## config.mk

```make
export PLATFORM = sky130hd
export DESIGN_NAME = rect_outline_fill_rasterizer_unit
export DESIGN_NICKNAME = d
export VERILOG_FILES = /design/src/hdl/rofr_pkg.sv /design/src/hdl/rect_outline_fill_rasterizer_unit.sv /design/src/hdl/rofr_front.sv /design/src/hdl/rofr_queue.sv /design/src/hdl/rofr_back.sv
export SDC_FILE = /design/constraint.sdc
export NUM_CORES = 1
export LEC_CHECK = 0
export ABC_CLOCK_PERIOD_IN_PS = 9250
export BUFFER_PORTS_ARGS = -buffer_cell sky130_fd_sc_hd__buf_4
export CORE_MARGIN = 4
export CORE_UTILIZATION = 50
export CTS_CLUSTER_SIZE = 8
export DETAILED_ROUTE_END_ITERATION = 10
export PLACE_DENSITY = 0.74
export SYNTH_ARGS = -nofsm -noshare
export SYNTH_HDL_FRONTEND = slang
export SYNTH_SLANG_ARGS = --single-unit
```

## constraint.sdc

```tcl
create_clock -name clock -period 9.25 [get_ports clock]
set_clock_uncertainty 0.05 [all_clocks]
set_input_delay 0.4625 -clock clock [delete_from_list [all_inputs] [get_ports clock]]
set_output_delay 0.4625 -clock clock [all_outputs]
set_load 0.01 [all_outputs]
```

## src/hdl/rofr_pkg.sv

```systemverilog
// ----------------------------------------------------------------------------
// rofr_pkg
// Shared types and codes for the rectangle outline and fill drawing engine.
// ----------------------------------------------------------------------------
package rofr_pkg;

   // request kinds, equal to the action codes on the request channel
   typedef enum logic [1:0] {
      KIND_TICK    = 2'd0,
      KIND_POINT   = 2'd1,
      KIND_OUTLINE = 2'd2,
      KIND_FILL    = 2'd3
   } kind_type;

   // drawing state of the back end
   typedef enum logic [1:0] {
      MODE_IDLE    = 2'd0,
      MODE_OUTLINE = 2'd2,
      MODE_FILL    = 2'd3
   } mode_type;

   // response status codes
   localparam logic [1:0] STATUS_WRITE  = 2'd0;
   localparam logic [1:0] STATUS_REJECT = 2'd1;
   localparam logic [1:0] STATUS_BUSY   = 2'd2;

   localparam logic [23:0] FRAME_BASE_RESET = 24'hC00000;

   localparam int QUEUE_DEPTH = 4;
   localparam int QUEUE_PTR_W = $clog2(QUEUE_DEPTH);

   // classified request as it travels from front to back
   typedef struct packed {
      kind_type    kind;
      logic        reject;
      logic [9:0]  left_col;
      logic [9:0]  right_col;
      logic [9:0]  top_row;
      logic [9:0]  bottom_row;
      logic [15:0] colour;
      logic [23:0] row_addr;
   } item_type;

endpackage

```

## src/hdl/rect_outline_fill_rasterizer_unit.sv

```systemverilog
// ----------------------------------------------------------------------------
// rect_outline_fill_rasterizer_unit
// Frame-buffer drawing engine for points, box outlines and filled boxes.
// ----------------------------------------------------------------------------
// Usage:
//   req_* carries commands (tuser = action) and ticks. A point, outline or
//   fill command taken while idle gives its first pixel write; each later
//   tick gives the next write in raster order, tlast on the final one.
//   A command arriving while a box runs gives a busy response; a command
//   whose start lies off screen memory gives a reject response with tlast.
//   A tick while idle gives no response. rsp_* carries pixel writes and
//   status (tuser); csr_wr_* sets the frame base address, which the user
//   must write only while the engine is idle; the block does not enforce it.
// Timing:
//   while rsp_tready is high, one request per cycle is sustained. The
//   front classifies, a four-entry queue decouples it from the cursor unit,
//   which emits one write per cycle while ticks come and rsp_tready is high.
//   The cursor keeps a running row address, so no multiply sits in its loop.
// Reset clears the queue, the drawing state and the response valid, and
// sets the frame base to 0xC00000. While rsp_tready is low the response
// holds, the queue fills and req_tready drops once it is full.
// ----------------------------------------------------------------------------
module rect_outline_fill_rasterizer_unit import rofr_pkg::*; #(
   parameter int SCREEN_COLS = 512,
   parameter int SCREEN_ROWS = 512,
   parameter int PIXEL_BYTES = 2
) (
   input  logic        clock,
   input  logic        reset,
   input  logic        csr_wr_en,
   input  logic [23:0] csr_wr_data,
   input  logic        req_tvalid,
   output logic        req_tready,
   input  logic [55:0] req_tdata,   // x_first, y_first, x_second, y_second, colour
   input  logic [1:0]  req_tuser,   // action
   output logic        rsp_tvalid,
   input  logic        rsp_tready,
   output logic [39:0] rsp_tdata,   // pixel_address, pixel_colour
   output logic [1:0]  rsp_tuser,   // status
   output logic        rsp_tlast    // last_of_command
);

   logic     queue_full, queue_push, queue_valid, queue_pop;
   item_type push_item, pop_item;

   rofr_front #(
      .SCREEN_COLS (SCREEN_COLS),
      .SCREEN_ROWS (SCREEN_ROWS),
      .PIXEL_BYTES (PIXEL_BYTES)
   ) u_front (
      .clock       (clock),
      .reset       (reset),
      .csr_wr_en   (csr_wr_en),
      .csr_wr_data (csr_wr_data),
      .req_tvalid  (req_tvalid),
      .req_tready  (req_tready),
      .req_tdata   (req_tdata),
      .req_tuser   (req_tuser),
      .queue_full  (queue_full),
      .queue_push  (queue_push),
      .queue_item  (push_item)
   );

   rofr_queue u_queue (
      .clock     (clock),
      .reset     (reset),
      .push      (queue_push),
      .push_item (push_item),
      .full      (queue_full),
      .pop       (queue_pop),
      .pop_valid (queue_valid),
      .pop_item  (pop_item)
   );

   rofr_back #(
      .SCREEN_COLS (SCREEN_COLS),
      .PIXEL_BYTES (PIXEL_BYTES)
   ) u_back (
      .clock       (clock),
      .reset       (reset),
      .queue_valid (queue_valid),
      .queue_item  (pop_item),
      .queue_pop   (queue_pop),
      .rsp_tvalid  (rsp_tvalid),
      .rsp_tready  (rsp_tready),
      .rsp_tdata   (rsp_tdata),
      .rsp_tuser   (rsp_tuser),
      .rsp_tlast   (rsp_tlast)
   );

endmodule

```

## src/hdl/rofr_front.sv

```systemverilog
// ----------------------------------------------------------------------------
// rofr_front
// Accepts requests, sorts and clips box corners, checks the start address
// and forms the byte address of the start row.
// ----------------------------------------------------------------------------
module rofr_front import rofr_pkg::*; #(
   parameter int SCREEN_COLS = 512,
   parameter int SCREEN_ROWS = 512,
   parameter int PIXEL_BYTES = 2
) (
   input  logic        clock,
   input  logic        reset,
   input  logic        csr_wr_en,
   input  logic [23:0] csr_wr_data,
   input  logic        req_tvalid,
   output logic        req_tready,
   input  logic [55:0] req_tdata,
   input  logic [1:0]  req_tuser,
   input  logic        queue_full,
   output logic        queue_push,
   output item_type    queue_item
);

   localparam int ROW_BYTES  = SCREEN_COLS * PIXEL_BYTES;
   localparam int CELL_COUNT = SCREEN_COLS * SCREEN_ROWS;

   logic [23:0] frame_base_ff, frame_base_in;

   logic [9:0]  x_first, y_first, x_second, y_second;
   logic [15:0] colour;
   kind_type    kind;
   logic        is_box;
   logic [9:0]  x_lo, x_hi, y_lo, y_hi, x_clip, y_clip;
   logic [9:0]  start_col, start_row;
   logic [20:0] cell_offset;
   logic        off_memory;

   always_ff @(posedge clock) begin
      if (reset) begin
         frame_base_ff <= FRAME_BASE_RESET;
      end else begin
         frame_base_ff <= frame_base_in;
      end
   end

   assign frame_base_in = csr_wr_en ? csr_wr_data : frame_base_ff;

   assign x_first  = req_tdata[9:0];
   assign y_first  = req_tdata[19:10];
   assign x_second = req_tdata[29:20];
   assign y_second = req_tdata[39:30];
   assign colour   = req_tdata[55:40];
   assign kind     = kind_type'(req_tuser);
   assign is_box   = (kind == KIND_OUTLINE) || (kind == KIND_FILL);

   always_comb begin
      x_lo = (x_first > x_second) ? x_second : x_first;
      x_hi = (x_first > x_second) ? x_first : x_second;
      y_lo = (y_first > y_second) ? y_second : y_first;
      y_hi = (y_first > y_second) ? y_first : y_second;
      x_clip = ({1'b0, x_hi} >= 11'(SCREEN_COLS)) ? 10'(SCREEN_COLS - 1) : x_hi;
      y_clip = ({1'b0, y_hi} >= 11'(SCREEN_ROWS)) ? 10'(SCREEN_ROWS - 1) : y_hi;
      start_col = is_box ? x_lo : x_first;
      start_row = is_box ? y_lo : y_first;
      // start offset in pixels; the pixel size cancels out of the limit test
      cell_offset = 21'(start_row) * 21'(SCREEN_COLS) + 21'(start_col);
      off_memory  = cell_offset >= 21'(CELL_COUNT);
   end

   assign req_tready = !queue_full;
   assign queue_push = req_tvalid && !queue_full;

   always_comb begin
      queue_item.kind       = kind;
      queue_item.reject     = off_memory || (is_box && (x_lo > x_clip));
      queue_item.left_col   = start_col;
      queue_item.right_col  = x_clip;
      queue_item.top_row    = start_row;
      queue_item.bottom_row = y_clip;
      queue_item.colour     = colour;
      queue_item.row_addr   = frame_base_ff + 24'(start_row) * 24'(ROW_BYTES);
   end

endmodule

```

## src/hdl/rofr_queue.sv

```systemverilog
// ----------------------------------------------------------------------------
// rofr_queue
// Short first-in first-out queue of classified requests.
// ----------------------------------------------------------------------------
module rofr_queue import rofr_pkg::*; (
   input  logic     clock,
   input  logic     reset,
   input  logic     push,
   input  item_type push_item,
   output logic     full,
   input  logic     pop,
   output logic     pop_valid,
   output item_type pop_item
);

   item_type                 entry_ff [QUEUE_DEPTH];
   logic [QUEUE_PTR_W-1:0]   wr_ptr_ff, wr_ptr_in;
   logic [QUEUE_PTR_W-1:0]   rd_ptr_ff, rd_ptr_in;
   logic [QUEUE_PTR_W:0]     count_ff, count_in;
   logic                     do_pop;

   assign full      = count_ff == (QUEUE_PTR_W + 1)'(QUEUE_DEPTH);
   assign pop_valid = count_ff != '0;
   assign pop_item  = entry_ff[rd_ptr_ff];
   assign do_pop    = pop && pop_valid;

   always_comb begin
      wr_ptr_in = push ? wr_ptr_ff + 1'b1 : wr_ptr_ff;
      rd_ptr_in = do_pop ? rd_ptr_ff + 1'b1 : rd_ptr_ff;
      count_in  = count_ff;
      if (push && !do_pop) begin
         count_in = count_ff + 1'b1;
      end else if (do_pop && !push) begin
         count_in = count_ff - 1'b1;
      end
   end

   always_ff @(posedge clock) begin
      if (reset) begin
         wr_ptr_ff <= '0;
         rd_ptr_ff <= '0;
         count_ff  <= '0;
      end else begin
         wr_ptr_ff <= wr_ptr_in;
         rd_ptr_ff <= rd_ptr_in;
         count_ff  <= count_in;
      end
   end

   always_ff @(posedge clock) begin
      if (push) begin
         entry_ff[wr_ptr_ff] <= push_item;
      end
   end

endmodule

```

## src/hdl/rofr_back.sv

```systemverilog
// ----------------------------------------------------------------------------
// rofr_back
// Runs the raster cursor for boxes and drives the registered response.
// ----------------------------------------------------------------------------
module rofr_back import rofr_pkg::*; #(
   parameter int SCREEN_COLS = 512,
   parameter int PIXEL_BYTES = 2
) (
   input  logic        clock,
   input  logic        reset,
   input  logic        queue_valid,
   input  item_type    queue_item,
   output logic        queue_pop,
   output logic        rsp_tvalid,
   input  logic        rsp_tready,
   output logic [39:0] rsp_tdata,
   output logic [1:0]  rsp_tuser,
   output logic        rsp_tlast
);

   localparam int ROW_BYTES = SCREEN_COLS * PIXEL_BYTES;

   mode_type    mode_ff, mode_in;
   logic [9:0]  col_ff, col_in, row_ff, row_in;
   logic [9:0]  left_ff, left_in, right_ff, right_in;
   logic [9:0]  top_ff, top_in, bottom_ff, bottom_in;
   logic        rsn_ff, rsn_in;
   logic [15:0] colour_ff, colour_in;
   logic [23:0] row_addr_ff, row_addr_in;

   logic        out_valid_ff, out_valid_in;
   logic [23:0] out_addr_ff, out_addr_in;
   logic [15:0] out_colour_ff, out_colour_in;
   logic [1:0]  out_status_ff, out_status_in;
   logic        out_last_ff, out_last_in;

   logic [9:0]  adv_col, adv_row;
   logic        adv_rsn;
   logic [23:0] adv_row_addr;
   logic        adv_last;
   logic [9:0]  sel_col;
   logic [23:0] sel_row_addr, sel_addr;
   logic        emit;

   assign queue_pop = queue_valid && (!out_valid_ff || rsp_tready);

   // next cursor position in raster order
   always_comb begin
      adv_col      = col_ff;
      adv_row      = row_ff;
      adv_rsn      = rsn_ff;
      adv_row_addr = row_addr_ff;
      if ((mode_ff == MODE_FILL) || (row_ff == top_ff) || (row_ff == bottom_ff)) begin
         if (col_ff < right_ff) begin
            adv_col = col_ff + 1'b1;
         end else begin
            adv_row      = row_ff + 1'b1;
            adv_col      = left_ff;
            adv_rsn      = 1'b0;
            adv_row_addr = row_addr_ff + 24'(ROW_BYTES);
         end
      end else if (rsn_ff) begin
         adv_col = right_ff;
         adv_rsn = 1'b0;
      end else begin
         adv_row      = row_ff + 1'b1;
         adv_col      = left_ff;
         adv_rsn      = 1'b0;
         adv_row_addr = row_addr_ff + 24'(ROW_BYTES);
      end
      // side rows of an outline write the left pixel, then the right one
      if ((mode_ff == MODE_OUTLINE) && (adv_row != top_ff) && (adv_row != bottom_ff)
          && (adv_col == left_ff) && (right_ff > left_ff)) begin
         adv_rsn = 1'b1;
      end
      adv_last = (adv_row == bottom_ff) && (adv_col == right_ff);
   end

   always_comb begin
      mode_in     = mode_ff;
      col_in      = col_ff;
      row_in      = row_ff;
      left_in     = left_ff;
      right_in    = right_ff;
      top_in      = top_ff;
      bottom_in   = bottom_ff;
      rsn_in      = rsn_ff;
      colour_in   = colour_ff;
      row_addr_in = row_addr_ff;

      emit          = 1'b0;
      out_addr_in   = out_addr_ff;
      out_colour_in = out_colour_ff;
      out_status_in = out_status_ff;
      out_last_in   = out_last_ff;

      if (queue_item.kind == KIND_TICK) begin
         sel_col      = adv_col;
         sel_row_addr = adv_row_addr;
      end else begin
         sel_col      = queue_item.left_col;
         sel_row_addr = queue_item.row_addr;
      end
      sel_addr = sel_row_addr + 24'(sel_col) * 24'(PIXEL_BYTES);

      if (queue_pop) begin
         case (queue_item.kind)
            KIND_TICK: begin
               if (mode_ff != MODE_IDLE) begin
                  col_in        = adv_col;
                  row_in        = adv_row;
                  rsn_in        = adv_rsn;
                  row_addr_in   = adv_row_addr;
                  emit          = 1'b1;
                  out_addr_in   = sel_addr;
                  out_colour_in = colour_ff;
                  out_status_in = STATUS_WRITE;
                  out_last_in   = adv_last;
                  if (adv_last) begin
                     mode_in = MODE_IDLE;
                  end
               end
            end
            default: begin
               emit = 1'b1;
               if (mode_ff != MODE_IDLE) begin
                  out_addr_in   = '0;
                  out_colour_in = '0;
                  out_status_in = STATUS_BUSY;
                  out_last_in   = 1'b0;
               end else if (queue_item.reject) begin
                  out_addr_in   = '0;
                  out_colour_in = '0;
                  out_status_in = STATUS_REJECT;
                  out_last_in   = 1'b1;
               end else if (queue_item.kind == KIND_POINT) begin
                  out_addr_in   = sel_addr;
                  out_colour_in = queue_item.colour;
                  out_status_in = STATUS_WRITE;
                  out_last_in   = 1'b1;
               end else begin
                  col_in        = queue_item.left_col;
                  row_in        = queue_item.top_row;
                  left_in       = queue_item.left_col;
                  right_in      = queue_item.right_col;
                  top_in        = queue_item.top_row;
                  bottom_in     = queue_item.bottom_row;
                  rsn_in        = 1'b0;
                  colour_in     = queue_item.colour;
                  row_addr_in   = queue_item.row_addr;
                  out_addr_in   = sel_addr;
                  out_colour_in = queue_item.colour;
                  out_status_in = STATUS_WRITE;
                  out_last_in   = (queue_item.top_row == queue_item.bottom_row)
                                  && (queue_item.left_col == queue_item.right_col);
                  if (out_last_in) begin
                     mode_in = MODE_IDLE;
                  end else if (queue_item.kind == KIND_OUTLINE) begin
                     mode_in = MODE_OUTLINE;
                  end else begin
                     mode_in = MODE_FILL;
                  end
               end
            end
         endcase
      end

      if (emit) begin
         out_valid_in = 1'b1;
      end else if (rsp_tready) begin
         out_valid_in = 1'b0;
      end else begin
         out_valid_in = out_valid_ff;
      end
   end

   always_ff @(posedge clock) begin
      if (reset) begin
         mode_ff      <= MODE_IDLE;
         col_ff       <= '0;
         row_ff       <= '0;
         left_ff      <= '0;
         right_ff     <= '0;
         top_ff       <= '0;
         bottom_ff    <= '0;
         rsn_ff       <= 1'b0;
         colour_ff    <= '0;
         row_addr_ff  <= '0;
         out_valid_ff <= 1'b0;
      end else begin
         mode_ff      <= mode_in;
         col_ff       <= col_in;
         row_ff       <= row_in;
         left_ff      <= left_in;
         right_ff     <= right_in;
         top_ff       <= top_in;
         bottom_ff    <= bottom_in;
         rsn_ff       <= rsn_in;
         colour_ff    <= colour_in;
         row_addr_ff  <= row_addr_in;
         out_valid_ff <= out_valid_in;
      end
   end

   always_ff @(posedge clock) begin
      out_addr_ff   <= out_addr_in;
      out_colour_ff <= out_colour_in;
      out_status_ff <= out_status_in;
      out_last_ff   <= out_last_in;
   end

   assign rsp_tvalid = out_valid_ff;
   assign rsp_tdata  = {out_colour_ff, out_addr_ff};
   assign rsp_tuser  = out_status_ff;
   assign rsp_tlast  = out_last_ff;

endmodule

```

# Word-level counts from Yosys, hierarchy flattened

Memories as Yosys holds them, arrays and structs flattened. A register that Yosys moved wholly into a read port is not among the register bits.
Index checks and enable logic that the tools add are counted.

Add/subtract/negate cells: 10
Order comparisons: 8
Equality and inequality tests: 22
Mux-type cells: 78
Bitwise gates (word level): 4
Reductions and logical operators: 31

Operators by type and width:

| kind                                                  | number |
|---|---|
| 2-to-1 mux 24 bit                                     | 13 |
| 2-to-1 mux 10 bit                                     | 25 |
| == test 10 bit                                        | 7 |
| 2-to-1 mux 16 bit                                     | 4 |
| greater-than comparator 10 bit                        | 4 |
| adder 24 x 11 -> 24 bit                               | 1 |
| adder 24 x 11 -> 24 bit, second input constant        | 1 |
| adder 24 x 20 -> 24 bit                               | 1 |
| 2-to-1 mux 2 bit                                      | 12 |
| 2-to-1 mux 1 bit                                      | 22 |
| >= comparator 21 x 19 -> 1 bit, second input constant | 1 |
| adder 10 x 1 -> 10 bit, second input constant         | 2 |
| adder 19 x 10 -> 20 bit                               | 1 |
| >= comparator 10 bit, second input constant           | 2 |
| != test 10 bit                                        | 2 |
| logical AND 1 bit                                     | 12 |
| AND reduction 6 bit                                   | 2 |
| == test 2 bit, second input constant                  | 5 |
| less-than comparator 10 bit                           | 1 |
| AND reduction 5 bit                                   | 2 |
| != test 2 x 1 -> 1 bit, second input constant         | 4 |
| 2-to-1 mux 3 bit                                      | 2 |
| nonzero test 2 bit                                    | 3 |
| logical OR 1 bit                                      | 5 |
| 12 further kinds                                      | 19 |

Register bits: 178
Memory bits (writable): 332
Memories: 1

Memories:

| name             | words | width | read ports | clocked after memory_dff | write ports | RTL line         | text |
|---|---|---|---|---|---|---|---|
| u_queue.entry_ff | 4     | 83    | 1          | 1                        | 1           | rofr_queue.sv:16 | `item_type entry_ff [QUEUE_DEPTH];` |

# Longest topological paths before layout

Gate-level depths: netlist of the first run.

Word-level depth: 12
Gate-level depth with buffers: 26
Depth with buffers taken out: 24

# By module

From an unflattened synthesis of the first run, not the netlist that was laid out.

Cell total of the unflattened synthesis: 2065
Area total of the unflattened synthesis: 24865.1 µm²

Modules (own cells, without submodules):

| module     | times used | cells each | area each (µm²) |
|---|---|---|---|
| rofr_queue | 1          | 477        | 12416.9 |
| rofr_back  | 1          | 1177       | 9406.5 |
| rofr_front | 1          | 411        | 3041.7 |

# Least setup slack after synthesis of the first run

OpenSTA, ideal clock, no wires.

Path kind: register to register
From: register with a tool-made name
To: register u_back.rsn_ff
Setup time: 58 ps
Arrival: 5730 ps
Required time: 9142 ps
Slack: 3412 ps
Stages on the path, launching flop included: 18
Period minus slack after synthesis: 5838 ps
Cells stage by stage: dfxtp_1 -> clkbuf_1 -> mux4_2 -> or2_1 -> buf_2 -> inv_1 -> buf_4 -> buf_2 -> clkbuf_1 -> buf_1 -> ha_1 -> nor2_1 -> o21ai_0 -> or2_2 -> nor4_1 -> o21ai_0 -> a2111oi_0 -> a31o_2

RTL lines:

| element              | RTL line         | text |
|---|---|---|
| to (signal assigned) | rofr_back.sv:198 | `rsn_ff <= rsn_in;` |
| to (decl)            | rofr_back.sv:27  | `logic rsn_ff, rsn_in;` |

# Worst setup path in the final report of the first run

From: register u_back.right_ff[5]
To: register u_back.out_addr_ff[14] (data pin)

Longest elaborated chain between the ends: 8
Elaborated cells between the ends (all ways): 13
Those cells by class: 1 x add/sub; 1 x order compare; 11 x mux

Ends and longest elaborated chain:

| element                         | RTL line         | text |
|---|---|---|
| from (decl)                     | rofr_back.sv:25  | `logic [9:0] left_ff, left_in, right_ff, right_in;` |
| from (signal assigned)          | rofr_back.sv:195 | `right_ff <= right_in;` |
| less-than comparator 10 bit (*) | rofr_back.sv:54  | `if (col_ff < right_ff) begin` |
| 2-to-1 mux 10 bit (*)           | rofr_back.sv:54  |  |
| 2-to-1 mux 10 bit (*)           | rofr_back.sv:53  | `if ((mode_ff == MODE_FILL) \|\| (row_ff == top_ff) \|\| (row_ff == bottom_ff)) begin` |
| 2-to-1 mux 10 bit (*)           | rofr_back.sv:97  | `if (queue_item.kind == KIND_TICK) begin` |
| net u_back.sel_col[2]           | rofr_back.sv:41  | `logic [9:0] sel_col;` |
| adder 24 x 11 -> 24 bit (*)     | rofr_back.sv:104 | `sel_addr = sel_row_addr + 24'(sel_col) * 24'(PIXEL_BYTES);` |
| 2-to-1 mux 24 bit               | rofr_back.sv:131 | `end else if (queue_item.reject) begin` |
| 2-to-1 mux 24 bit               | rofr_back.sv:126 | `if (mode_ff != MODE_IDLE) begin` |
| 2-to-1 mux 24 bit (*)           | rofr_back.sv:107 | `case (queue_item.kind)` |
| to (signal assigned)            | rofr_back.sv:206 | `out_addr_ff <= out_addr_in;` |
| to (decl)                       | rofr_back.sv:32  | `logic [23:0] out_addr_ff, out_addr_in;` |

The timed path passes the listed nets; every way through them passes the cells marked *. The select of a mux whose other input is x is not followed.
A chain may end at the register's enable or synchronous reset.

==> results.ini, run 1 <==
[floorplanning]
die_h_um=229.8
ios=132
core_area_sq_mm=0.04875
start_util_pct=50.44
die_w_um=229.8
dieArea_sq_mm=0.05279
num_rows=81

[placed_design]
dpl.hpwl_um=41230
pre_cts_ws_ns=3.482
port_buffers=131
place_inst=2729
place_congestion=0.9699

[detailed_routing]
detail-route-antenna-nets=0
vias_per_cell=5.841
route.detailed.drc=0
drt-initial-drc-count=1464
wirelength_um=62260
vias=16817
wl_per_cell_um=21.63
firstDrtPassIters=5

[clocking]
postCtsSetupRepairBufs=0
clkTransAtPathRegs_ns=0.05
cts.sinks=512
h-tree-depth=3
clock_latency_ns=0.61
cts_root_buf=clkbuf_16
cts_tree=done
postCtsHoldBufs=17
numCtsBuffers=74
clockBufferDepth=3
cts_resized=0

[synth]
async_flop_share_pct=0
synthAdderAreaFrac_pct=4.406
synth_edf_count=375
synth_top_family_by_area=simple AND/OR/NAND/NOR gates
synth_xor_area_share_pct=4.340
synth.mux.area_fraction_pct=10.11
synthFlopType=edfxtp_1
syn_avg_cell_area_sq_um=12.20
yosysSeqAreaShare_pct=56.95
syn_area_sq_mm=0.02459
synth-seq-cells=512
netlist-cell-type-count=91
synth_compound_area_share_pct=9.846
synthSimpleGateAreaFrac_pct=11.10
syn_inst=2016
ys.warnings.count=0

[worst_setup_path]
reg2regPathDepth=22
cp-startpoint=u_back.right_ff[5]$_SDFFE_PP0P_
endpoint_kind=flip-flop
cp_slowest_cell=nor2_2
crit_top_cell=nand2_1
crit_family=simple AND/OR/NAND/NOR gates
path_depth=22
worst-path-buf-inv=2
critical_path_class=reg -> reg
reg2reg_slack_ns=3.36
cp_cell_sequence=inv_1 -> ha_1 -> nand2_1 -> o21ai_0 -> nor2b_1 -> a211oi_4 -> buf_4 -> nor2_2 -> a221oi_1 -> nand2_1 -> nand2_1 -> ha_1 -> a21o_1 -> nand2_1 -> nor2_1 -> a32oi_1 -> o211ai_1 -> nand2_1 -> a31oi_2 -> o21ai_1 -> or3_1 -> a21oi_1
r2r_start=u_back.right_ff[5]$_SDFFE_PP0P_
start_kind=flip-flop
cp_max_fo=31
crit_required_ns=9.63
cp.arrival_ns=6.26
slowest_delay_ns=0.81

[global_route]
grt_use_met2_pct=38.38
grt_pass1_vias=17169
antenna_found_initial=0
grt_start_max_net_pins=81
grt_overflow_total=0
grt_use_met1_pct=32.13
grtUsageMet3_pct=4.187
gr-usage-all-layers_pct=23.65
grt_first_pass_wirelength_um=97570
grt-busiest-layer=met2

[sta]
finalWorstSetupSlack_ns=3.362
tightest_slew_ns=1.303
slew_headroom_pct=12.20
min_period_ns=5.888
slew_violations=0
totalNegativeSetupSlack_ns=0
hold_viol=0
hold_ws_ns=0.04156
min_period_over_period_pct=63.66
grt_setup_unrepaired=no
max_freq_ghz=0.1698
setup_viol=0

[worst_hold_path]
hp-class=in -> reg
min_path_cells=3
hold_start=csr_wr_data[23]

[finish]
finalNonFillerCells=2879
final_cell_mix=edfxtp_1 (375), nand2_1 (260), buf_4 (152)
drive_above_1_share_pct=17.11
syn2layout_area_growth_pct=15.98
final_common_cell=edfxtp_1
n_antenna_cell=0
nNetsFinal=2329
fillers=3854

[power_and_ir_drop]
p_leak_nw=10.08
p_per_area_mw_per_mm2=394.7
peakVddDrop_uv=331.9

[status]
status=completed

[run]
max_cap_violations=0

synth_stat cells, types with 8 or more instances:
cell	instances	area, sq um
nor3_1	35	175.2
xnor2_1	66	578.1
buf_1	13	48.80
inv_1	81	304.0
a31oi_1	18	112.6
nand4_1	25	156.4
o31ai_1	27	202.7
nor4_1	12	75.07
nand2b_1	8	50.05
buf_2	15	75.07
clkbuf_1	74	277.8
nor2b_1	9	56.30
or3_1	8	50.05
ha_1	81	1013
nor2_1	136	510.5
a21oi_1	141	705.7
o2111ai_1	9	78.83
and3_1	12	75.07
dfxtp_1	137	2743
mux2i_1	41	410.4
o211ai_1	10	75.07
edfxtp_1	375	11260
mux4_2	83	1869
a21o_1	11	82.58
o21ai_0	66	330.3
nand3_1	39	195.2
mux2_2	17	191.4
o21a_1	12	90.09
nand2_1	260	975.9
a22o_1	19	166.4
xor2_1	49	429.2
worst paths after layout:
kind	endpoint
worst min register to register	u_back.colour_ff[12]$_SDFFE_PP0P_
worst max-delay path	u_back.out_addr_ff[14]$_DFFE_PP_
worst min-delay path	u_front.frame_base_ff[23]$_SDFFE_PP1P_
worst max register to register	u_back.out_addr_ff[14]$_DFFE_PP_
metal layers:
metal / part of all wire (%) / vias to the layer above
met4: 3.2 / 0
met1: 43 / 8310
met3: 6.4 / 116
met2: 48 / 607
met5: 0 / -
li1: - / 7784
per-stage QoR:
step                power (mW)  area (sq um)  utilization, %
floorplan                7.172         24620               -
global placement         8.616         26150           53.64
detailed placement       8.678         26150           53.64
CTS                      11.25         28520           58.50
global route             11.93         28520           58.50
finish                   11.26         28520           58.50
tightest hold or removal path, stage by stage:
cell and delay [ns]:
buf_4 0.08, mux2i_1 0.06, nand2_1 0.06
final cells by class:
cell class              instances  area, sq um  share of cell area (%)
well taps                     664        830.8                   2.913
repair buffers                169         1311                   4.598
multi-input cells            1319         9856                   34.56
clock inverters                 1        16.27                 0.05704
clock buffers                 132         2186                   7.665
inverters                      82        307.8                   1.079
flip-flops and latches        512        14010                   49.13
sequential cells by signal, summed over array words and instances (netlist names), 3 cells and up, named ones only:
| register | count |
|---|---|
| u_queue.entry_ff | 332 |
| u_back.col_ff | 10 |
| u_back.bottom_ff | 10 |
| u_back.out_addr_ff | 24 |
| u_back.right_ff | 10 |
| u_front.frame_base_ff | 24 |
| u_back.colour_ff | 16 |
| u_back.row_ff | 10 |
| u_back.row_addr_ff | 24 |
| u_back.top_ff | 10 |
| u_queue.count_ff | 3 |
| u_back.out_colour_ff | 16 |
| u_back.left_ff | 10 |
report_power, final:
part	leakage, nW	switching [mW]	internal, mW
Clock	1.05	0.955	1.58
Sequential	4.56	0.332	3.02
Combinational	4.46	3.42	1.95
cells by family after synthesis:
kind of cell | after synthesis
and+or+nand+nor | 591
buffers and inverters | 192
xor gates and xnor gates | 118
AOI/OAI and AO/OA | 375
DFF | 512
muxes | 142
adders and majority gates | 85
other | 1
(Power assumes the default switching activity.)
==> run 2: changes to the inputs <==
--- a/config.mk
+++ b/config.mk
@@ -5,7 +5,8 @@
 export SDC_FILE = /design/constraint.sdc
 export NUM_CORES = 1
 export LEC_CHECK = 0
-export ABC_CLOCK_PERIOD_IN_PS = 9250
+export ABC_AREA = 1
+export ABC_CLOCK_PERIOD_IN_PS = 5900
 export BUFFER_PORTS_ARGS = -buffer_cell sky130_fd_sc_hd__buf_4
 export CORE_MARGIN = 4
 export CORE_UTILIZATION = 50
==> constraint.sdc (replaced) <==
create_clock -name clock -period 5.9 [get_ports clock]
set_clock_uncertainty 0.05 [all_clocks]
set_input_delay 0.295 -clock clock [delete_from_list [all_inputs] [get_ports clock]]
set_output_delay 0.295 -clock clock [all_outputs]
set_load 0.01 [all_outputs]
==> run 2 against run 1 <==
Die area rose by 6.0%. Setup slack lost 2.1 ns. Synthesized cell count increased by 42%. Highest routed layer unchanged. Via count is 28% higher. Critical path type unchanged. Largest cell class unchanged. Critical endpoint is now u_back.out_addr_ff[22]$_DFFE_PP_. Critical path depth is 7 lower.
==> results.ini, run 2 <==
[detailed_routing]
firstDrtPassIters=6  ; +1
vias=21597  ; +28%
wl_per_cell_um=19.61  ; -9.3%
wl_met2_um=34210  ; +15%
detail-route-antenna-nets=0  ; unchanged
top_layer_used=met4
met3WireLength_um=6060  ; +53%
route.detailed.drc=0  ; unchanged
drt-initial-drc-count=2121  ; +45%
wirelength_um=73440  ; +18%
vias_per_cell=5.767  ; -1.3%
m1WireLength_um=30520  ; +15%

[global_route]
gr-usage-all-layers_pct=25.24  ; +1.6 points
grt_overflow_total=0  ; unchanged
grt_first_pass_wirelength_um=112500  ; +15%
grt_pass1_vias=20516  ; +19%
antenna_found_initial=1  ; +1
grt_start_max_net_pins=125  ; +54%

[worst_setup_path]
cp.arrival_ns=5.03  ; -1.23 ns
cp_max_fo=61  ; +97%
endpoint_kind=flip-flop
start_kind=flip-flop
critical_path_class=reg -> reg
crit_required_ns=6.27  ; -3.36 ns

[synth]
synth_edf_count=375  ; unchanged
synthSimpleGateAreaFrac_pct=18.33  ; +7.2 points
async_flop_share_pct=0  ; unchanged
synth_top_area_share_pct=43.11  ; -2.7 points
yosys-top-cells-area=edfxtp_1 (43%), dfxtp_1 (10%), nand2_1 (8.3%)
yosysSeqAreaShare_pct=53.61  ; -3.3 points
synthFlopType=edfxtp_1
synthAdderAreaFrac_pct=4.110  ; -0.30 points
syn_inst=2870  ; +42%
synth.most_common_cell=nand2_1
synth_xor_area_share_pct=2.381  ; -2.0 points
synth_top_family_by_area=simple AND/OR/NAND/NOR gates
yosys.area.top_type=edfxtp_1
synth-seq-cells=512  ; unchanged
synth.mux.area_fraction_pct=0  ; -10 points
syn_area_sq_mm=0.02612  ; +6.2%
netlist-cell-type-count=60  ; -34%
syn_avg_cell_area_sq_um=9.101  ; -25%
synth_commonest_cells=nand2_1 (579), edfxtp_1 (375), o21ai_0 (340), nor2_1 (269), inv_1 (227)
ys.warnings.count=0  ; unchanged
synth_compound_area_share_pct=14.99  ; +5.1 points

[sta]
hold_viol=0  ; unchanged
hold_ws_ns=0.05444  ; +0.01288 ns
grt_setup_unrepaired=no
slew_headroom_pct=28.06  ; +16 points
max_freq_ghz=0.2146  ; +26%
slew_violations=0  ; unchanged
totalNegativeSetupSlack_ns=0  ; unchanged
min_period_over_period_pct=79.00  ; +15 points
setup_viol=0  ; unchanged
min_period_ns=4.661  ; -1.227 ns
tightest_slew_ns=1.068  ; -0.2354 ns

[floorplanning]
die_h_um=236.6  ; +3.0%
start_util_pct=50.71  ; +0.27 points
dieArea_sq_mm=0.05596  ; +6.0%
ios=132  ; unchanged
die_w_um=236.6  ; +3.0%
core_area_sq_mm=0.05151  ; +5.7%
num_rows=83  ; +2.5%

[clocking]
clock_latency_ns=0.61  ; about the same
cts_tree=done
h-tree-depth=3  ; unchanged
clockBufferDepth=3  ; unchanged
clkTransAtPathRegs_ns=0.05  ; about the same
numCtsBuffers=74  ; unchanged
cts_resized=0  ; unchanged
cts_root_buf=clkbuf_16
cts.sinks=512  ; unchanged

[finish]
n_antenna_cell=0  ; unchanged
final_cell_mix=nand2_1 (579), edfxtp_1 (375), o21ai_0 (340)
largest_register=u_queue.entry_ff
largest_reg_flops=332  ; unchanged
drive_above_1_share_pct=11.45  ; -5.7 points
fillers=4332  ; +12%
syn2layout_area_growth_pct=15.61
final_common_cell=nand2_1
fin_util_pct=58.63  ; +0.13 points
finalNonFillerCells=3745  ; +30%
nNetsFinal=3185  ; +37%

[placed_design]
place_congestion=0.9426  ; -2.8%
port_buffers=131  ; unchanged
dpl.hpwl_um=48470  ; +18%
place_inst=3573  ; +31%

[worst_hold_path]
hp-class=in -> reg

[status]
status=completed

[run]
max_cap_violations=0  ; unchanged

## run 2: changes by cell type after synthesis, sizes merged, moves of 41 or more
cell	change
a21oi	+71
o21ai	+292
xnor2	-46
nor2	+145
mux4	-83
nand3	+115
inv	+168
nand2	+354
mux2i	-41
## run 2: path summary, 6_finish.rpt
check / start / endpoint / slack [ns] / cells after the start
setup reg to reg: flip-flop / u_back.out_addr_ff[22]$_DFFE_PP_ / 1.24 / 15
hold / removal: req_tuser[1] / u_queue.entry_ff[0][82]$_DFFE_PP_ / 0.05 / 1
setup / recovery: flip-flop / u_back.out_addr_ff[22]$_DFFE_PP_ / 1.24 / 15
hold reg to reg: u_back.row_addr_ff[2]$_SDFFE_PP0P_ / u_back.row_addr_ff[2]$_SDFFE_PP0P_ / 0.40 / 2
## run 2: routing by layer
metal	global-route usage, %	up-vias
li1	-	10167
met1	34.36	10309
met2	40.80	962
met3	3.972	159
met4	10.10	0
met5	0	-
## run 2: cell families (layout without fill, tap and decap cells)
family | count (synthesis) | count (layout)
simple gates | 1108 | 1108
fa+ha+maj | 84 | 84
flops | 512 | 512
buf+inv | 397 | 585
other cells | 1 | 8
compound gates | 697 | 697
xor+xnor | 71 | 71
## run 2: cell type report
class                           instances  area (sq um)  area share [%]
Timing Repair Buffer                  206          1697           5.618
Tap cell                              680         850.8           2.817
Sequential cell                       512         14010           46.38
Clock buffer                          120          2046           6.774
Clock inverter                          7         173.9          0.5759
Multi-Input combinational cell       1968         10480           34.69
Inverter                              252         948.4           3.141
## run 2: per-stage QoR
stage               area, sq um  setup WS, ns
floorplan                 26150         1.097
global placement          27530        0.9353
detailed placement        27530        0.6739
CTS                       30200         1.317
global route              30200        0.7106
finish                    30200         1.239
## run 2: critical path: stages (launching register included)
cell     delay (ns)
dfxtp_4        0.78
inv_4          0.35
o21ai_0        0.28
o22a_1         0.24
nand2_4        0.25
inv_2          0.43
nor2_1         0.09
a31oi_1        0.63
ha_1           0.29
a21oi_1        0.07
and2_1         0.18
o21ai_2        0.27
nand3_1        0.14
nand2_1        0.08
nand2_1        0.05
a21oi_1        0.20
## run 2: what timing repair did
item,4_1_cts,5_1_grt
hold buffers,45,0
endpoints found under the hold margin,93,0
buffers inserted,0,0
Power of run 2 is not shown: default switching activity piles up to over one toggle a cycle in this logic, so the estimate is an artifact.
==> run 3: changes to the inputs <==
--- a/config.mk
+++ b/config.mk
@@ -6,13 +6,13 @@
 export NUM_CORES = 1
 export LEC_CHECK = 0
 export ABC_AREA = 1
-export ABC_CLOCK_PERIOD_IN_PS = 5900
+export ABC_CLOCK_PERIOD_IN_PS = 3870
 export BUFFER_PORTS_ARGS = -buffer_cell sky130_fd_sc_hd__buf_4
 export CORE_MARGIN = 4
 export CORE_UTILIZATION = 50
 export CTS_CLUSTER_SIZE = 8
 export DETAILED_ROUTE_END_ITERATION = 10
-export PLACE_DENSITY = 0.74
+export PLACE_DENSITY = 0.77
 export SYNTH_ARGS = -nofsm -noshare
 export SYNTH_HDL_FRONTEND = slang
 export SYNTH_SLANG_ARGS = --single-unit
==> constraint.sdc (replaced) <==
create_clock -name clock -period 3.87 [get_ports clock]
set_clock_uncertainty 0.05 [all_clocks]
set_input_delay 0.1935 -clock clock [delete_from_list [all_inputs] [get_ports clock]]
set_output_delay 0.1935 -clock clock [all_outputs]
set_load 0.01 [all_outputs]
==> run 3 against run 2 <==
Cell area is 5.0% higher. First-iteration DRC count grew 12%. Non-clock buffer count up 174. Via count rose by 3.5%. Wire length up 4.7%. Count of clock-buffer cells in the layout up 7. Worst hold slack got worse by 0.046 ns. Critical endpoint is now u_back.out_addr_ff[17]$_DFFE_PP_. Largest cell class unchanged.
==> results.ini, run 3 (same netlist as run 2, synthesis figures left out) <==
[worst_setup_path]
cp_slowest_cell=o21ai_0
cp_max_fo=18  ; -70%
crit_family=compound AO/OA/AOI/OAI gates
crit_required_ns=4.20  ; -2.07 ns
worst-path-buf-inv=4  ; +2
cp_cell_sequence=inv_4 -> o21ai_0 -> o22a_1 -> nand2_4 -> buf_4 -> o21ai_0 -> ha_1 -> buf_4 -> nand2_1 -> inv_1 -> nand2_2 -> nand2_4 -> nand3_1 -> nand3_1 -> a21oi_1 -> nor2_1
slowest_delay_ns=0.54  ; -0.24 ns
endpoint_kind=flip-flop
cp.arrival_ns=3.99  ; -1.04 ns
critical_path_class=reg -> reg
start_kind=flip-flop

[floorplanning]
start_util_pct=50.71  ; unchanged
die_w_um=236.6  ; unchanged
die_h_um=236.6  ; unchanged
dieArea_sq_mm=0.05596  ; unchanged
num_rows=83  ; unchanged
core_area_sq_mm=0.05151  ; unchanged
ios=132  ; unchanged

[status]
status=completed

[sta]
min_period_ns=3.659  ; -1.002 ns
setup_viol=0  ; unchanged
tightest_slew_ns=1.263  ; +0.1949 ns
hold_viol=0  ; unchanged
min_period_over_period_pct=94.54  ; +16 points
slew_headroom_pct=15.69  ; -12 points
max_freq_ghz=0.2733  ; +27%
slew_violations=0  ; unchanged
totalNegativeSetupSlack_ns=0  ; unchanged

[clocking]
clock_latency_ns=0.63  ; +0.02 ns
clockBufferDepth=3  ; unchanged
clkTransAtPathRegs_ns=0.05  ; about the same
numCtsBuffers=74  ; unchanged
cts.sinks=512  ; unchanged
h-tree-depth=3  ; unchanged
cts_root_buf=clkbuf_16
cts_tree=done

[detailed_routing]
wirelength_um=76910  ; +4.7%
vias=22357  ; +3.5%
vias_per_cell=5.692  ; -1.3%
drt-initial-drc-count=2382  ; +12%
route.detailed.drc=0  ; unchanged
wl_per_cell_um=19.58  ; -0.16%
firstDrtPassIters=6  ; unchanged
detail-route-antenna-nets=0  ; unchanged

[worst_hold_path]
hp-class=in -> reg

[finish]
largest_reg_flops=332  ; unchanged
fin_area_sq_mm=0.03170  ; +5.0%
final_common_cell=nand2_1
syn2layout_area_growth_pct=21.37
fillers=4121  ; -4.9%
final_cell_mix=nand2_1 (579), edfxtp_1 (375), o21ai_0 (331)
largest_register=u_queue.entry_ff
drive_above_1_share_pct=15.77  ; +4.3 points
nNetsFinal=3359  ; +5.5%

[placed_design]
post_dp_cell_area_sq_mm=0.02869  ; +4.2%
port_buffers=131  ; unchanged
dpl.hpwl_um=52220  ; +7.7%
place_congestion=0.9832  ; +4.3%

[global_route]
grt_pass1_vias=21875  ; +6.6%
grt_overflow_total=0  ; unchanged
grt_start_max_net_pins=89  ; -29%
grt_first_pass_wirelength_um=118600  ; +5.4%
antenna_found_initial=1  ; unchanged
gr-usage-all-layers_pct=26.61  ; +1.4 points

[run]
max_cap_violations=0  ; unchanged

run 3: layout make-up:
class | count | area [sq um] | area share (%)
tap | 680 | 850.8 | 2.684
clock inverter | 8 | 162.7 | 0.5131
inverter | 252 | 953.4 | 3.007
timing repair buffer | 380 | 3152 | 9.942
clock buffer | 127 | 2051 | 6.469
sequential | 512 | 14010 | 44.20
antenna | 1 | 2.502 | 0.007893
multi-input combinational | 1968 | 10520 | 33.18
run 3: metal layers:
layer	GRT usage (%)	vias to the layer above	part of all wire (%)
met2	44.69	992	48
met3	3.727	153	7.4
met1	35.38	10680	41
li1	-	10532	-
met4	9.873	0	3.1
met5	0	-	0
run 3: final timing paths:
kind | start | end | slack (ns) | cells after the start
hold reg to reg | u_back.row_addr_ff[9]$_SDFFE_PP0P_ | u_back.row_addr_ff[9]$_SDFFE_PP0P_ | 0.40 | 2
setup / recovery | flip-flop | u_back.out_addr_ff[17]$_DFFE_PP_ | 0.21 | 16
setup reg to reg | flip-flop | u_back.out_addr_ff[17]$_DFFE_PP_ | 0.21 | 16
hold / removal | req_tdata[12] | u_queue.entry_ff[2][52]$_DFFE_PP_ | 0.008 | 4
run 3: stage by stage:
stage | utilization [%] | hold slack [ns] | cells | setup slack (ns)
2_1_floorplan | - | 0.2424 | 2877 | -0.9328
3_3_place_gp | 55.69 | 0.3434 | 3717 | -0.08973
3_5_place_dp | 55.69 | 0.3469 | 3717 | -0.3170
4_1_cts | 61.40 | 0.002978 | 3925 | 0.1006
5_1_grt | 61.55 | 0.03834 | 3928 | -0.06108
6_report | 61.55 | 0.008299 | 3928 | 0.2113
run 3: repair_timing:
action | in CTS | in global routing
setup endpoints to repair | 0 | 28
setup buffers | 0 | 2
hold buffers | 73 | 0
resized for setup | 0 | 28
hold endpoints to repair | 133 | 0
run 3: worst register-to-register path, stage by stage (launching register included):
cell and delay [ns]:
dfxtp_4 0.52, inv_4 0.15, o21ai_0 0.22, o22a_1 0.23
nand2_4 0.19, buf_4 0.25, o21ai_0 0.55, ha_1 0.37
buf_4 0.15, nand2_1 0.05, inv_1 0.05, nand2_2 0.08
nand2_4 0.07, nand3_1 0.14, nand3_1 0.12, a21oi_1 0.14
nor2_1 0.06
Power of run 3 is left out for the same reason.
